===== src/rtl/image_wipe_transition_top_defines.svh =====
// Assertion macros for the block that checks its own control.
`ifndef IMAGE_WIPE_TRANSITION_TOP_DEFINES_SVH
`define IMAGE_WIPE_TRANSITION_TOP_DEFINES_SVH

// Same-cycle implication, checked outside reset.
`define IWT_ASSERT_NOW(lbl, ante, cons) \
    lbl: assert property (@(posedge i_clk) disable iff (!i_rst_n) (ante) |-> (cons)) \
        else $error("iwt check failed");

// Next-cycle implication, checked outside reset.
`define IWT_ASSERT_NEXT(lbl, ante, cons) \
    lbl: assert property (@(posedge i_clk) disable iff (!i_rst_n) (ante) |=> (cons)) \
        else $error("iwt check failed");

`endif


===== src/rtl/iwt_pkg.sv =====
package iwt_pkg;

    localparam int PIX_W  = 32;
    localparam int FRAC_W = 17;
    localparam int DIM_W  = 13;
    localparam int CNT_W  = 12;
    localparam int MUL_W  = 26;
    localparam int PROD_W = 2 * MUL_W;

    localparam logic [DIM_W-1:0] MAX_DIM = 13'd4096;

    // Wipe mode codes.
    localparam logic [1:0] MODE_LEFT    = 2'd0;
    localparam logic [1:0] MODE_BOTTOM  = 2'd1;
    localparam logic [1:0] MODE_ELLIPSE = 2'd2;

    // Configuration register indexes.
    localparam logic [1:0] CFG_MODE   = 2'd0;
    localparam logic [1:0] CFG_FRAC   = 2'd1;
    localparam logic [1:0] CFG_WIDTH  = 2'd2;
    localparam logic [1:0] CFG_HEIGHT = 2'd3;

    // Operation of the shared multiplier.
    typedef enum logic [3:0] {
        MUL_NONE,
        MUL_UXX,
        MUL_AYY,
        MUL_UYY,
        MUL_AXX,
        MUL_NUM0,
        MUL_NUM1,
        MUL_DEN,
        MUL_PLO,
        MUL_PHI,
        MUL_EDGE
    } t_mul_op;

    typedef enum logic [3:0] {
        ST_IDLE,
        ST_UXX,
        ST_AYY,
        ST_UYY,
        ST_AXX,
        ST_NUM0,
        ST_NUM1,
        ST_DEN,
        ST_PLO,
        ST_PHI,
        ST_EDGE,
        ST_DECIDE
    } t_state;

    typedef struct packed {
        logic    load;
        t_mul_op mul_op;
        logic    decide;
    } t_cmd;

    typedef struct packed {
        logic ellipse;
        logic out_free;
    } t_sts;

endpackage


===== src/rtl/iwt_in_if.sv =====
interface iwt_in_if;
    logic                        valid;
    logic                        ready;
    logic [iwt_pkg::PIX_W-1:0]   pixel_a;
    logic [iwt_pkg::PIX_W-1:0]   pixel_b;

    modport source (output valid, output pixel_a, output pixel_b, input ready);
    modport sink   (input valid, input pixel_a, input pixel_b, output ready);
endinterface


===== src/rtl/iwt_out_if.sv =====
interface iwt_out_if;
    logic                        valid;
    logic                        ready;
    logic [iwt_pkg::PIX_W-1:0]   pixel_out;
    logic                        took_b;
    logic                        frame_end;

    modport source (output valid, output pixel_out, output took_b, output frame_end,
                    input ready);
    modport sink   (input valid, input pixel_out, input took_b, input frame_end,
                    output ready);
endinterface


===== src/rtl/iwt_ctrl.sv =====
`include "image_wipe_transition_top_defines.svh"

module iwt_ctrl (
    input  logic          i_clk,
    input  logic          i_rst_n,
    input  logic          i_in_valid,
    output logic          o_in_ready,
    input  iwt_pkg::t_sts i_sts,
    output iwt_pkg::t_cmd o_cmd
);

    iwt_pkg::t_state r_state;
    iwt_pkg::t_state n_state;
    logic            accept;

    assign accept = i_in_valid && o_in_ready;

    // State register.
    always_ff @(posedge i_clk) begin
        if (!i_rst_n) begin
            r_state <= iwt_pkg::ST_IDLE;
        end else begin
            r_state <= n_state;
        end
    end

    // Next state and commands: at most one multiplier step per state.
    always_comb begin
        n_state       = r_state;
        o_in_ready    = 1'b0;
        o_cmd.load    = 1'b0;
        o_cmd.mul_op  = iwt_pkg::MUL_NONE;
        o_cmd.decide  = 1'b0;
        unique case (r_state)
            iwt_pkg::ST_IDLE: begin
                o_in_ready = 1'b1;
                if (i_in_valid) begin
                    o_cmd.load = 1'b1;
                    n_state = i_sts.ellipse ? iwt_pkg::ST_UXX : iwt_pkg::ST_EDGE;
                end
            end
            iwt_pkg::ST_UXX: begin
                o_cmd.mul_op = iwt_pkg::MUL_UXX;
                n_state = iwt_pkg::ST_AYY;
            end
            iwt_pkg::ST_AYY: begin
                o_cmd.mul_op = iwt_pkg::MUL_AYY;
                n_state = iwt_pkg::ST_UYY;
            end
            iwt_pkg::ST_UYY: begin
                o_cmd.mul_op = iwt_pkg::MUL_UYY;
                n_state = iwt_pkg::ST_AXX;
            end
            iwt_pkg::ST_AXX: begin
                o_cmd.mul_op = iwt_pkg::MUL_AXX;
                n_state = iwt_pkg::ST_NUM0;
            end
            iwt_pkg::ST_NUM0: begin
                o_cmd.mul_op = iwt_pkg::MUL_NUM0;
                n_state = iwt_pkg::ST_NUM1;
            end
            iwt_pkg::ST_NUM1: begin
                o_cmd.mul_op = iwt_pkg::MUL_NUM1;
                n_state = iwt_pkg::ST_DEN;
            end
            iwt_pkg::ST_DEN: begin
                o_cmd.mul_op = iwt_pkg::MUL_DEN;
                n_state = iwt_pkg::ST_PLO;
            end
            iwt_pkg::ST_PLO: begin
                o_cmd.mul_op = iwt_pkg::MUL_PLO;
                n_state = iwt_pkg::ST_PHI;
            end
            iwt_pkg::ST_PHI: begin
                o_cmd.mul_op = iwt_pkg::MUL_PHI;
                n_state = iwt_pkg::ST_DECIDE;
            end
            iwt_pkg::ST_EDGE: begin
                o_cmd.mul_op = iwt_pkg::MUL_EDGE;
                n_state = iwt_pkg::ST_DECIDE;
            end
            iwt_pkg::ST_DECIDE: begin
                if (i_sts.out_free) begin
                    o_cmd.decide = 1'b1;
                    n_state = iwt_pkg::ST_IDLE;
                end
            end
            default: n_state = iwt_pkg::ST_IDLE;
        endcase
    end

    // Control checks.
    `IWT_ASSERT_NEXT(a_accept_starts, accept, r_state != iwt_pkg::ST_IDLE)
    `IWT_ASSERT_NEXT(a_ellipse_path, accept && i_sts.ellipse, r_state == iwt_pkg::ST_UXX)
    `IWT_ASSERT_NOW(a_no_overwrite, o_cmd.decide, i_sts.out_free)
    `IWT_ASSERT_NEXT(a_decide_returns, o_cmd.decide, r_state == iwt_pkg::ST_IDLE)

endmodule


===== src/rtl/iwt_datapath.sv =====
module iwt_datapath (
    input  logic                        i_clk,
    input  logic                        i_rst_n,
    input  logic                        i_cfg_we,
    input  logic [1:0]                  i_cfg_index,
    input  logic [iwt_pkg::FRAC_W-1:0]  i_cfg_data,
    input  logic [iwt_pkg::PIX_W-1:0]   i_pixel_a,
    input  logic [iwt_pkg::PIX_W-1:0]   i_pixel_b,
    input  iwt_pkg::t_cmd               i_cmd,
    output iwt_pkg::t_sts               o_sts,
    input  logic                        i_out_ready,
    output logic                        o_out_valid,
    output logic [iwt_pkg::PIX_W-1:0]   o_pixel_out,
    output logic                        o_took_b,
    output logic                        o_frame_end
);

    localparam int CW = iwt_pkg::CNT_W;
    localparam int DW = iwt_pkg::DIM_W;
    localparam int MW = iwt_pkg::MUL_W;

    // Configuration registers.
    logic [1:0]                 r_mode;
    logic [iwt_pkg::FRAC_W-1:0] r_frac;
    logic [DW-1:0]              r_width;
    logic [DW-1:0]              r_height;

    // Raster position.
    logic [CW-1:0] r_col;
    logic [CW-1:0] r_row;

    // Item captured at accept.
    logic [iwt_pkg::PIX_W-1:0] r_pix_a;
    logic [iwt_pkg::PIX_W-1:0] r_pix_b;
    logic                      r_fend_q;
    logic [CW-1:0]             r_pos;
    logic [DW-1:0]             r_n;
    logic [DW-1:0]             r_ux;
    logic [DW-1:0]             r_uy;
    logic [CW-1:0]             r_ax;
    logic [CW-1:0]             r_ay;

    // Multiplier results.
    logic [25:0] r_uxx;
    logic [25:0] r_uyy;
    logic [23:0] r_axx;
    logic [23:0] r_ayy;
    logic [50:0] r_num;
    logic [47:0] r_den;
    logic [39:0] r_plo;
    logic [64:0] r_prod;
    logic [28:0] r_edge_p;

    // Output register.
    logic                      r_out_valid;
    logic [iwt_pkg::PIX_W-1:0] r_pixel_out;
    logic                      r_took_b;
    logic                      r_frame_end;

    logic [DW-1:0]               w_dim;
    logic [DW-1:0]               h_dim;
    logic [CW-1:0]               wm1;
    logic [CW-1:0]               hm1;
    logic [DW-1:0]               twice_col;
    logic [DW-1:0]               twice_row;
    logic [DW-1:0]               ux;
    logic [DW-1:0]               uy;
    logic                        last_col;
    logic                        last_row;
    logic [MW-1:0]               mul_a;
    logic [MW-1:0]               mul_b;
    logic [iwt_pkg::PROD_W-1:0]  prod;
    logic [DW-1:0]               edge_q;
    logic [15:0]                 edge_r;
    logic                        edge_up;
    logic [DW:0]                 edge_pos;
    logic                        take_b;

    // Dimensions clamped to one through the maximum.
    always_comb begin
        if (r_width == '0) begin
            w_dim = DW'(1);
        end else if (r_width > iwt_pkg::MAX_DIM) begin
            w_dim = iwt_pkg::MAX_DIM;
        end else begin
            w_dim = r_width;
        end
        if (r_height == '0) begin
            h_dim = DW'(1);
        end else if (r_height > iwt_pkg::MAX_DIM) begin
            h_dim = iwt_pkg::MAX_DIM;
        end else begin
            h_dim = r_height;
        end
    end

    assign wm1 = CW'(w_dim - DW'(1));
    assign hm1 = CW'(h_dim - DW'(1));
    assign twice_col = {r_col, 1'b0};
    assign twice_row = {r_row, 1'b0};

    // Distances from the centre, in half-pixel units.
    always_comb begin
        if (twice_col >= {1'b0, wm1}) begin
            ux = twice_col - {1'b0, wm1};
        end else begin
            ux = {1'b0, wm1} - twice_col;
        end
        if (twice_row >= {1'b0, hm1}) begin
            uy = twice_row - {1'b0, hm1};
        end else begin
            uy = {1'b0, hm1} - twice_row;
        end
    end

    assign last_col = ({1'b0, r_col} + DW'(1)) >= w_dim;
    assign last_row = ({1'b0, r_row} + DW'(1)) >= h_dim;

    // Configuration writes.
    always_ff @(posedge i_clk) begin
        if (!i_rst_n) begin
            r_mode   <= iwt_pkg::MODE_LEFT;
            r_frac   <= '0;
            r_width  <= DW'(1);
            r_height <= DW'(1);
        end else if (i_cfg_we) begin
            unique case (i_cfg_index)
                iwt_pkg::CFG_MODE:   r_mode   <= i_cfg_data[1:0];
                iwt_pkg::CFG_FRAC:   r_frac   <= i_cfg_data;
                iwt_pkg::CFG_WIDTH:  r_width  <= i_cfg_data[DW-1:0];
                iwt_pkg::CFG_HEIGHT: r_height <= i_cfg_data[DW-1:0];
                default: ;
            endcase
        end
    end

    // Raster counters advance as each item is taken.
    always_ff @(posedge i_clk) begin
        if (!i_rst_n) begin
            r_col <= '0;
            r_row <= '0;
        end else if (i_cmd.load) begin
            if (last_col) begin
                r_col <= '0;
                r_row <= last_row ? '0 : r_row + CW'(1);
            end else begin
                r_col <= r_col + CW'(1);
            end
        end
    end

    // Capture the item and the geometry it needs.
    always_ff @(posedge i_clk) begin
        if (i_cmd.load) begin
            r_pix_a  <= i_pixel_a;
            r_pix_b  <= i_pixel_b;
            r_fend_q <= last_col && last_row;
            r_pos    <= (r_mode == iwt_pkg::MODE_BOTTOM) ? r_row : r_col;
            r_n      <= (r_mode == iwt_pkg::MODE_BOTTOM) ? h_dim : w_dim;
            r_ux     <= (w_dim > DW'(1)) ? ux : '0;
            r_ax     <= (w_dim > DW'(1)) ? wm1 : CW'(1);
            r_uy     <= (h_dim > DW'(1)) ? uy : '0;
            r_ay     <= (h_dim > DW'(1)) ? hm1 : CW'(1);
        end
    end

    // Operand selection for the shared multiplier.
    always_comb begin
        case (i_cmd.mul_op)
            iwt_pkg::MUL_UXX:  begin mul_a = MW'(r_ux);  mul_b = MW'(r_ux);  end
            iwt_pkg::MUL_AYY:  begin mul_a = MW'(r_ay);  mul_b = MW'(r_ay);  end
            iwt_pkg::MUL_UYY:  begin mul_a = MW'(r_uy);  mul_b = MW'(r_uy);  end
            iwt_pkg::MUL_AXX:  begin mul_a = MW'(r_ax);  mul_b = MW'(r_ax);  end
            iwt_pkg::MUL_NUM0: begin mul_a = r_uxx;      mul_b = MW'(r_ayy); end
            iwt_pkg::MUL_NUM1: begin mul_a = r_uyy;      mul_b = MW'(r_axx); end
            iwt_pkg::MUL_DEN:  begin mul_a = MW'(r_axx); mul_b = MW'(r_ayy); end
            iwt_pkg::MUL_PLO:  begin mul_a = MW'(r_frac[15:0]); mul_b = MW'(r_den[23:0]);  end
            iwt_pkg::MUL_PHI:  begin mul_a = MW'(r_frac[15:0]); mul_b = MW'(r_den[47:24]); end
            iwt_pkg::MUL_EDGE: begin mul_a = MW'(r_frac[15:0]); mul_b = MW'(r_n); end
            default:           begin mul_a = '0;         mul_b = '0;         end
        endcase
    end

    assign prod = {{MW{1'b0}}, mul_a} * {{MW{1'b0}}, mul_b};

    // Multiplier result registers; the numerator accumulates its two terms.
    always_ff @(posedge i_clk) begin
        case (i_cmd.mul_op)
            iwt_pkg::MUL_UXX:  r_uxx    <= prod[25:0];
            iwt_pkg::MUL_AYY:  r_ayy    <= prod[23:0];
            iwt_pkg::MUL_UYY:  r_uyy    <= prod[25:0];
            iwt_pkg::MUL_AXX:  r_axx    <= prod[23:0];
            iwt_pkg::MUL_NUM0: r_num    <= prod[50:0];
            iwt_pkg::MUL_NUM1: r_num    <= r_num + prod[50:0];
            iwt_pkg::MUL_DEN:  r_den    <= prod[47:0];
            iwt_pkg::MUL_PLO:  r_plo    <= prod[39:0];
            iwt_pkg::MUL_PHI:  r_prod   <= {1'b0, prod[39:0], 24'b0} + 65'(r_plo);
            iwt_pkg::MUL_EDGE: r_edge_p <= prod[28:0];
            default: ;
        endcase
    end

    // Wipe edge rounded to nearest, ties to even.
    assign edge_q   = r_edge_p[28:16];
    assign edge_r   = r_edge_p[15:0];
    assign edge_up  = (edge_r > 16'h8000) || ((edge_r == 16'h8000) && edge_q[0]);
    assign edge_pos = {1'b0, edge_q} + (DW+1)'(edge_up);

    // Mask decision. The ellipse test compares num * 65536 against f * den,
    // which equals comparing num against the rounded-up quotient.
    always_comb begin
        if (r_frac == '0) begin
            take_b = 1'b1;
        end else if (r_frac[iwt_pkg::FRAC_W-1]) begin
            take_b = 1'b0;
        end else if (r_mode == iwt_pkg::MODE_ELLIPSE) begin
            take_b = {r_num, 16'b0} >= {2'b0, r_prod};
        end else begin
            take_b = {2'b0, r_pos} >= edge_pos;
        end
    end

    // Output register, freed when the result item is taken.
    always_ff @(posedge i_clk) begin
        if (!i_rst_n) begin
            r_out_valid <= 1'b0;
        end else if (i_cmd.decide) begin
            r_out_valid <= 1'b1;
        end else if (i_out_ready) begin
            r_out_valid <= 1'b0;
        end
    end

    always_ff @(posedge i_clk) begin
        if (i_cmd.decide) begin
            r_pixel_out <= take_b ? r_pix_b : r_pix_a;
            r_took_b    <= take_b;
            r_frame_end <= r_fend_q;
        end
    end

    assign o_sts.ellipse  = (r_mode == iwt_pkg::MODE_ELLIPSE);
    assign o_sts.out_free = !r_out_valid || i_out_ready;
    assign o_out_valid    = r_out_valid;
    assign o_pixel_out    = r_pixel_out;
    assign o_took_b       = r_took_b;
    assign o_frame_end    = r_frame_end;

endmodule


===== src/rtl/image_wipe_transition_top.sv =====
// An item is taken in state IDLE and its result is registered from state DECIDE,
// reached through EDGE in modes 0, 1 and 3 and through UXX to PHI in the ellipse
// mode. DECIDE waits for a free output register; no new item is taken before it.
// The single shared 26x26 multiplier runs one product per cycle in those states.
// Reset (synchronous, active low) clears the raster counters, sets the registers
// to mode 0, fraction 0, width 1 and height 1, and empties the output register.
module image_wipe_transition_top (
    input  logic                        i_clk,
    input  logic                        i_rst_n,
    input  logic                        i_cfg_we,
    input  logic [1:0]                  i_cfg_index,
    input  logic [iwt_pkg::FRAC_W-1:0]  i_cfg_data,
    iwt_in_if.sink                      i_pix,
    iwt_out_if.source                   o_pix
);

    iwt_pkg::t_cmd cmd;
    iwt_pkg::t_sts sts;

    // Sequencer for the shared multiplier.
    iwt_ctrl u_ctrl (
        .i_clk      (i_clk),
        .i_rst_n    (i_rst_n),
        .i_in_valid (i_pix.valid),
        .o_in_ready (i_pix.ready),
        .i_sts      (sts),
        .o_cmd      (cmd)
    );

    // Counters, configuration, arithmetic and the output register.
    iwt_datapath u_datapath (
        .i_clk       (i_clk),
        .i_rst_n     (i_rst_n),
        .i_cfg_we    (i_cfg_we),
        .i_cfg_index (i_cfg_index),
        .i_cfg_data  (i_cfg_data),
        .i_pixel_a   (i_pix.pixel_a),
        .i_pixel_b   (i_pix.pixel_b),
        .i_cmd       (cmd),
        .o_sts       (sts),
        .i_out_ready (o_pix.ready),
        .o_out_valid (o_pix.valid),
        .o_pixel_out (o_pix.pixel_out),
        .o_took_b    (o_pix.took_b),
        .o_frame_end (o_pix.frame_end)
    );

endmodule


===== src/flat_wrapper.sv =====
// flat-port wrapper written by rule: the top's interface ports become plain ports
module image_wipe_transition_top_flat 
  (i_clk, i_rst_n, i_cfg_we, i_cfg_index, i_cfg_data, i_pix_valid, i_pix_pixel_a, i_pix_pixel_b, i_pix_ready, o_pix_valid, o_pix_pixel_out, o_pix_took_b, o_pix_frame_end, o_pix_ready);
  iwt_in_if i_pix_i ();
  iwt_out_if o_pix_i ();
  input  logic i_clk;
  input  logic i_rst_n;
  input  logic i_cfg_we;
  input  logic [1:0] i_cfg_index;
  input  logic [iwt_pkg::FRAC_W-1:0] i_cfg_data;
  input wire logic [$bits(i_pix_i.valid)-1:0] i_pix_valid;
  input wire logic [$bits(i_pix_i.pixel_a)-1:0] i_pix_pixel_a;
  input wire logic [$bits(i_pix_i.pixel_b)-1:0] i_pix_pixel_b;
  output wire logic [$bits(i_pix_i.ready)-1:0] i_pix_ready;
  output wire logic [$bits(o_pix_i.valid)-1:0] o_pix_valid;
  output wire logic [$bits(o_pix_i.pixel_out)-1:0] o_pix_pixel_out;
  output wire logic [$bits(o_pix_i.took_b)-1:0] o_pix_took_b;
  output wire logic [$bits(o_pix_i.frame_end)-1:0] o_pix_frame_end;
  input wire logic [$bits(o_pix_i.ready)-1:0] o_pix_ready;
  assign i_pix_i.valid = i_pix_valid;
  assign i_pix_i.pixel_a = i_pix_pixel_a;
  assign i_pix_i.pixel_b = i_pix_pixel_b;
  assign i_pix_ready = i_pix_i.ready;
  assign o_pix_valid = o_pix_i.valid;
  assign o_pix_pixel_out = o_pix_i.pixel_out;
  assign o_pix_took_b = o_pix_i.took_b;
  assign o_pix_frame_end = o_pix_i.frame_end;
  assign o_pix_i.ready = o_pix_ready;
  image_wipe_transition_top u_core (.i_clk(i_clk), .i_rst_n(i_rst_n), .i_cfg_we(i_cfg_we), .i_cfg_index(i_cfg_index), .i_cfg_data(i_cfg_data), .i_pix(i_pix_i), .o_pix(o_pix_i));
endmodule

===== config.mk =====
export PLATFORM = sky130hd
export DESIGN_NAME = image_wipe_transition_top_flat
export DESIGN_NICKNAME = d
export VERILOG_FILES = /design/src/rtl/iwt_pkg.sv /design/src/rtl/iwt_in_if.sv /design/src/rtl/iwt_out_if.sv /design/src/rtl/iwt_ctrl.sv /design/src/rtl/iwt_datapath.sv /design/src/rtl/image_wipe_transition_top.sv /design/src/flat_wrapper.sv
export VERILOG_INCLUDE_DIRS = /design/src /design/src/rtl
export SDC_FILE = /design/constraint.sdc
export NUM_CORES = 2
export LEC_CHECK = 0
export ABC_AREA = 1
export ABC_CLOCK_PERIOD_IN_PS = 9500
export BUFFER_PORTS_ARGS = -buffer_cell sky130_fd_sc_hd__buf_2
export CORE_MARGIN = 2
export CORE_UTILIZATION = 45
export DETAILED_ROUTE_END_ITERATION = 12
export PLACE_DENSITY = 0.69
export SLEW_MARGIN = 5
export SYNTH_ARGS = -nofsm -noshare
export SYNTH_HDL_FRONTEND = slang
export SYNTH_HIERARCHICAL = 1
export SYNTH_SLANG_ARGS = --single-unit
export TNS_END_PERCENT = 100

===== constraint.sdc =====
create_clock -name i_clk -period 9.5 [get_ports i_clk]
set_clock_uncertainty 0.15 [all_clocks]
set_input_delay 0.95 -clock i_clk [delete_from_list [all_inputs] [get_ports i_clk]]
set_output_delay 0.95 -clock i_clk [all_outputs]
set_load 0.01 [all_outputs]

==> results.yml <==
final_layout:
  antenna_cells: 0
  multiInputGateArea_sq_um: 35400
  stdcell_area_sq_um: 71000
  ff_latch_area_sq_um: 16700
  layout-drive-gt1-share_pct: 30.6
  fill_cells: 9493
  nets: 8248
  syn2layout_area_growth_pct: 32.9
sta:
  finalSetupViolations: 32
  slew_headroom_pct: 30.5
  period_minus_slack_ns: 9.80
  maxSlewViolCount: 0
  hold_violations: 0
  period_share_pct: 103
  rsz0062_at_grt: "true"
  worst_slew_pin_slew_ns: 1.04
  max_freq_ghz: 0.102
  setup_ws_ns: -0.304
placement:
  io_buffers: 123
  detailed_place_hpwl_mm: 143
  gp_congestion: 1.02
  dpl-instance-area_sq_um: 61800
synth:
  synth_cell_types: 64
  yosys_warnings: 6
  synthMostInstantiatedCell: "nand2_1"
  async_flop_share_pct: 0
  netlist_top_cells_area: "edfxtp_1 29%, fa_1 20%, nand2_1 9.4%"
  syn-num-nets: 7182
  ys_seq_area_share_pct: 31.3
  synthFlopType: "edfxtp_1"
  netlist_top_cells_count: "1344 x nand2_1, 1279 x inv_1, 531 x fa_1, 519 x nor2_1, 507 x edfxtp_1"
  yosysTopAreaCell: "edfxtp_1"
  netlist.area_leader.share_pct: 28.5
  syn_area_sq_um: 53400
  syn_inst: 6176
  synth_seq_cells: 581
  synth_edf_count: 507
  syn_area_per_cell_sq_um: 8.64
clock_network:
  clk_latency_ns: 0.68
  ctsRootBufferMaster: "clkbuf_16"
  cts_tree: "done"
  numCtsBuffers: 57
  htree_levels: 2
  cts.sinks: 581
  clkTransAtPathRegs_ns: 0.07
  clock_path_buffers: 3
run_status:
  failed_checks: "negative setup slack"
  status: "complete, but fails checks"
worst_setup_path:
  crit_arrival_ns: 10.02
  crit_path_end_kind: "flop"
  worstSetupPathType: "reg -> reg"
  critical_path_required_ns: 9.71
  cp_slowest_stage_delay_ns: 0.62
  crit_fanout: 5
  crit_slowest_cell: "fa_1"
  crit_family: "adder cells"
  crit_path_frequent_cell: "fa_1"
  start_kind: "flop"
  cp_num_buf_inv: 16
global_route:
  grt_pass1_wl_mm: 272
  grt_start_max_net_pins: 74
  grt_pass1_vias: 46900
  antenna_found_initial: 5
  grt_usage_pct: 29.4
  overflow: 0
floorplanning:
  start_util_pct: 45.3
  rows: 126
  coreArea_sq_um: 118000
  dieArea_sq_um: 121000
  die_width_um: 348
  io_pins: 124
  fp.dieH_um: 348
routing:
  first_pass_iters: 6
  wl_mm: 186
  vias: 47700
  drc: 0
  routedWlPerCell_um: 21.1
  drt_iter0_drc: 5094
  via_per_inst: 5.40
  ant_nets: 0
min_path:
  worstHoldPathType: "reg -> reg"
run:
  max-cap-violations: 0
[sequential cells by signal, summed over array words and instances (netlist names), 26 cells and up]
| register | flops |
|---|---|
| u_core/u_datapath/r_prod | 65 |
| u_core/u_datapath/r_uyy | 26 |
| u_core/u_datapath/r_pix_b | 32 |
| u_core/u_datapath/r_plo | 40 |
| u_core/u_datapath/r_pix_a | 32 |
| u_core/u_datapath/r_num | 51 |
| u_core/u_datapath/r_edge_p | 29 |
| u_core/u_datapath/o_pixel_out | 32 |
| u_core/u_datapath/r_den | 48 |
| u_core/u_datapath/r_uxx | 26 |
[what timing repair did]
| item | CTS | global route |
|---|---|---|
| hold buffers | 0 | 0 |
| gates resized for setup | 557 | 785 |
| pin swaps | 190 | 302 |
| cloned | 4 | 6 |
| setup buffers | 107 | 129 |
| endpoints found under the setup margin | 63 | 63 |
[cells by family (layout without fill, tap and decap cells)]
kind of cell | after synthesis | count (layout) | synth area share, %
xor+xnor | 131 | 131 | 2.15
flops | 581 | 581 | 31.3
mux | 1 | 1 | 0.0187
simple gates | 2317 | 2318 | 18.2
buf+inv | 1469 | 2582 | 10.6
fa+ha+maj | 918 | 918 | 29.0
compound gates | 759 | 759 | 8.69
[through the flow]
stage | setup slack (ns) | TNS [ns] | instances | hold WS (ns) | util [%]
global route | -0.621 | -18.94 | 8826 | 0.277 | 60.2
finish | -0.304 | -4.40 | 8826 | 0.270 | 60.2
detailed placement | -0.913 | -28.90 | 8484 | 0.255 | 52.4
global placement | -0.785 | -25.10 | 8484 | 0.251 | 52.4
floorplan | 0.0631 | 0 | 6176 | 0.250 | -
CTS | -0.138 | -0.646 | 8699 | 0.270 | 56.9
[routing by layer]
layer / track usage (%) / part of all wire, % / up-vias
li1: - / - / 21700
met1: 38.5 / 39 / 23200
met2: 46.6 / 45 / 2280
met3: 5.02 / 9.2 / 520
met4: 15.7 / 6.6 / 2
met5: 0 / 0.0070 / -
[cell usage in the layout, fill, tap and decap left out, types with 63 or more instances in the layout]
master	count
a21oi_1	218
buf_12	65
buf_2	123
buf_4	823
buf_6	120
clkbuf_16	63
dfxtp_1	70
edfxtp_1	507
fa_1	499
ha_1	309
ha_4	71
inv_1	1132
inv_2	148
nand2_1	1132
nand2_2	178
nand2_4	80
nand3_1	174
nor2_1	409
nor2_4	83
o21ai_0	186
xor2_1	79
[layout make-up]
| type | instances | area share [%] |
|---|---|---|
| tap | 1536 | 2.71 |
| clock buffer | 67 | 2.09 |
| timing repair inverter | 1 | 0.0106 |
| multi-input combinational | 4127 | 49.8 |
| sequential | 581 | 23.6 |
| clock inverter | 40 | 0.783 |
| timing repair buffer | 1151 | 13.8 |
| inverter | 1323 | 7.19 |
[final timing paths]
| check | start | endpoint | slack [ns] | depth (start not counted) |
|---|---|---|---|---|
| worst max-delay path | u_core/u_ctrl/r_state[3] | u_core/u_datapath/r_num[34] | -0.30 | 46 |
| worst min-delay path | u_core/u_datapath/r_plo[3] | u_core/u_datapath/r_prod[3] | 0.27 | 0 |
| worst max register to register | u_core/u_ctrl/r_state[3] | u_core/u_datapath/r_num[34] | -0.30 | 46 |
| worst min register to register | u_core/u_datapath/r_plo[3] | u_core/u_datapath/r_prod[3] | 0.27 | 0 |
Power is not shown: default switching activity piles up to over one toggle a cycle in this logic, so the estimate is an artifact.
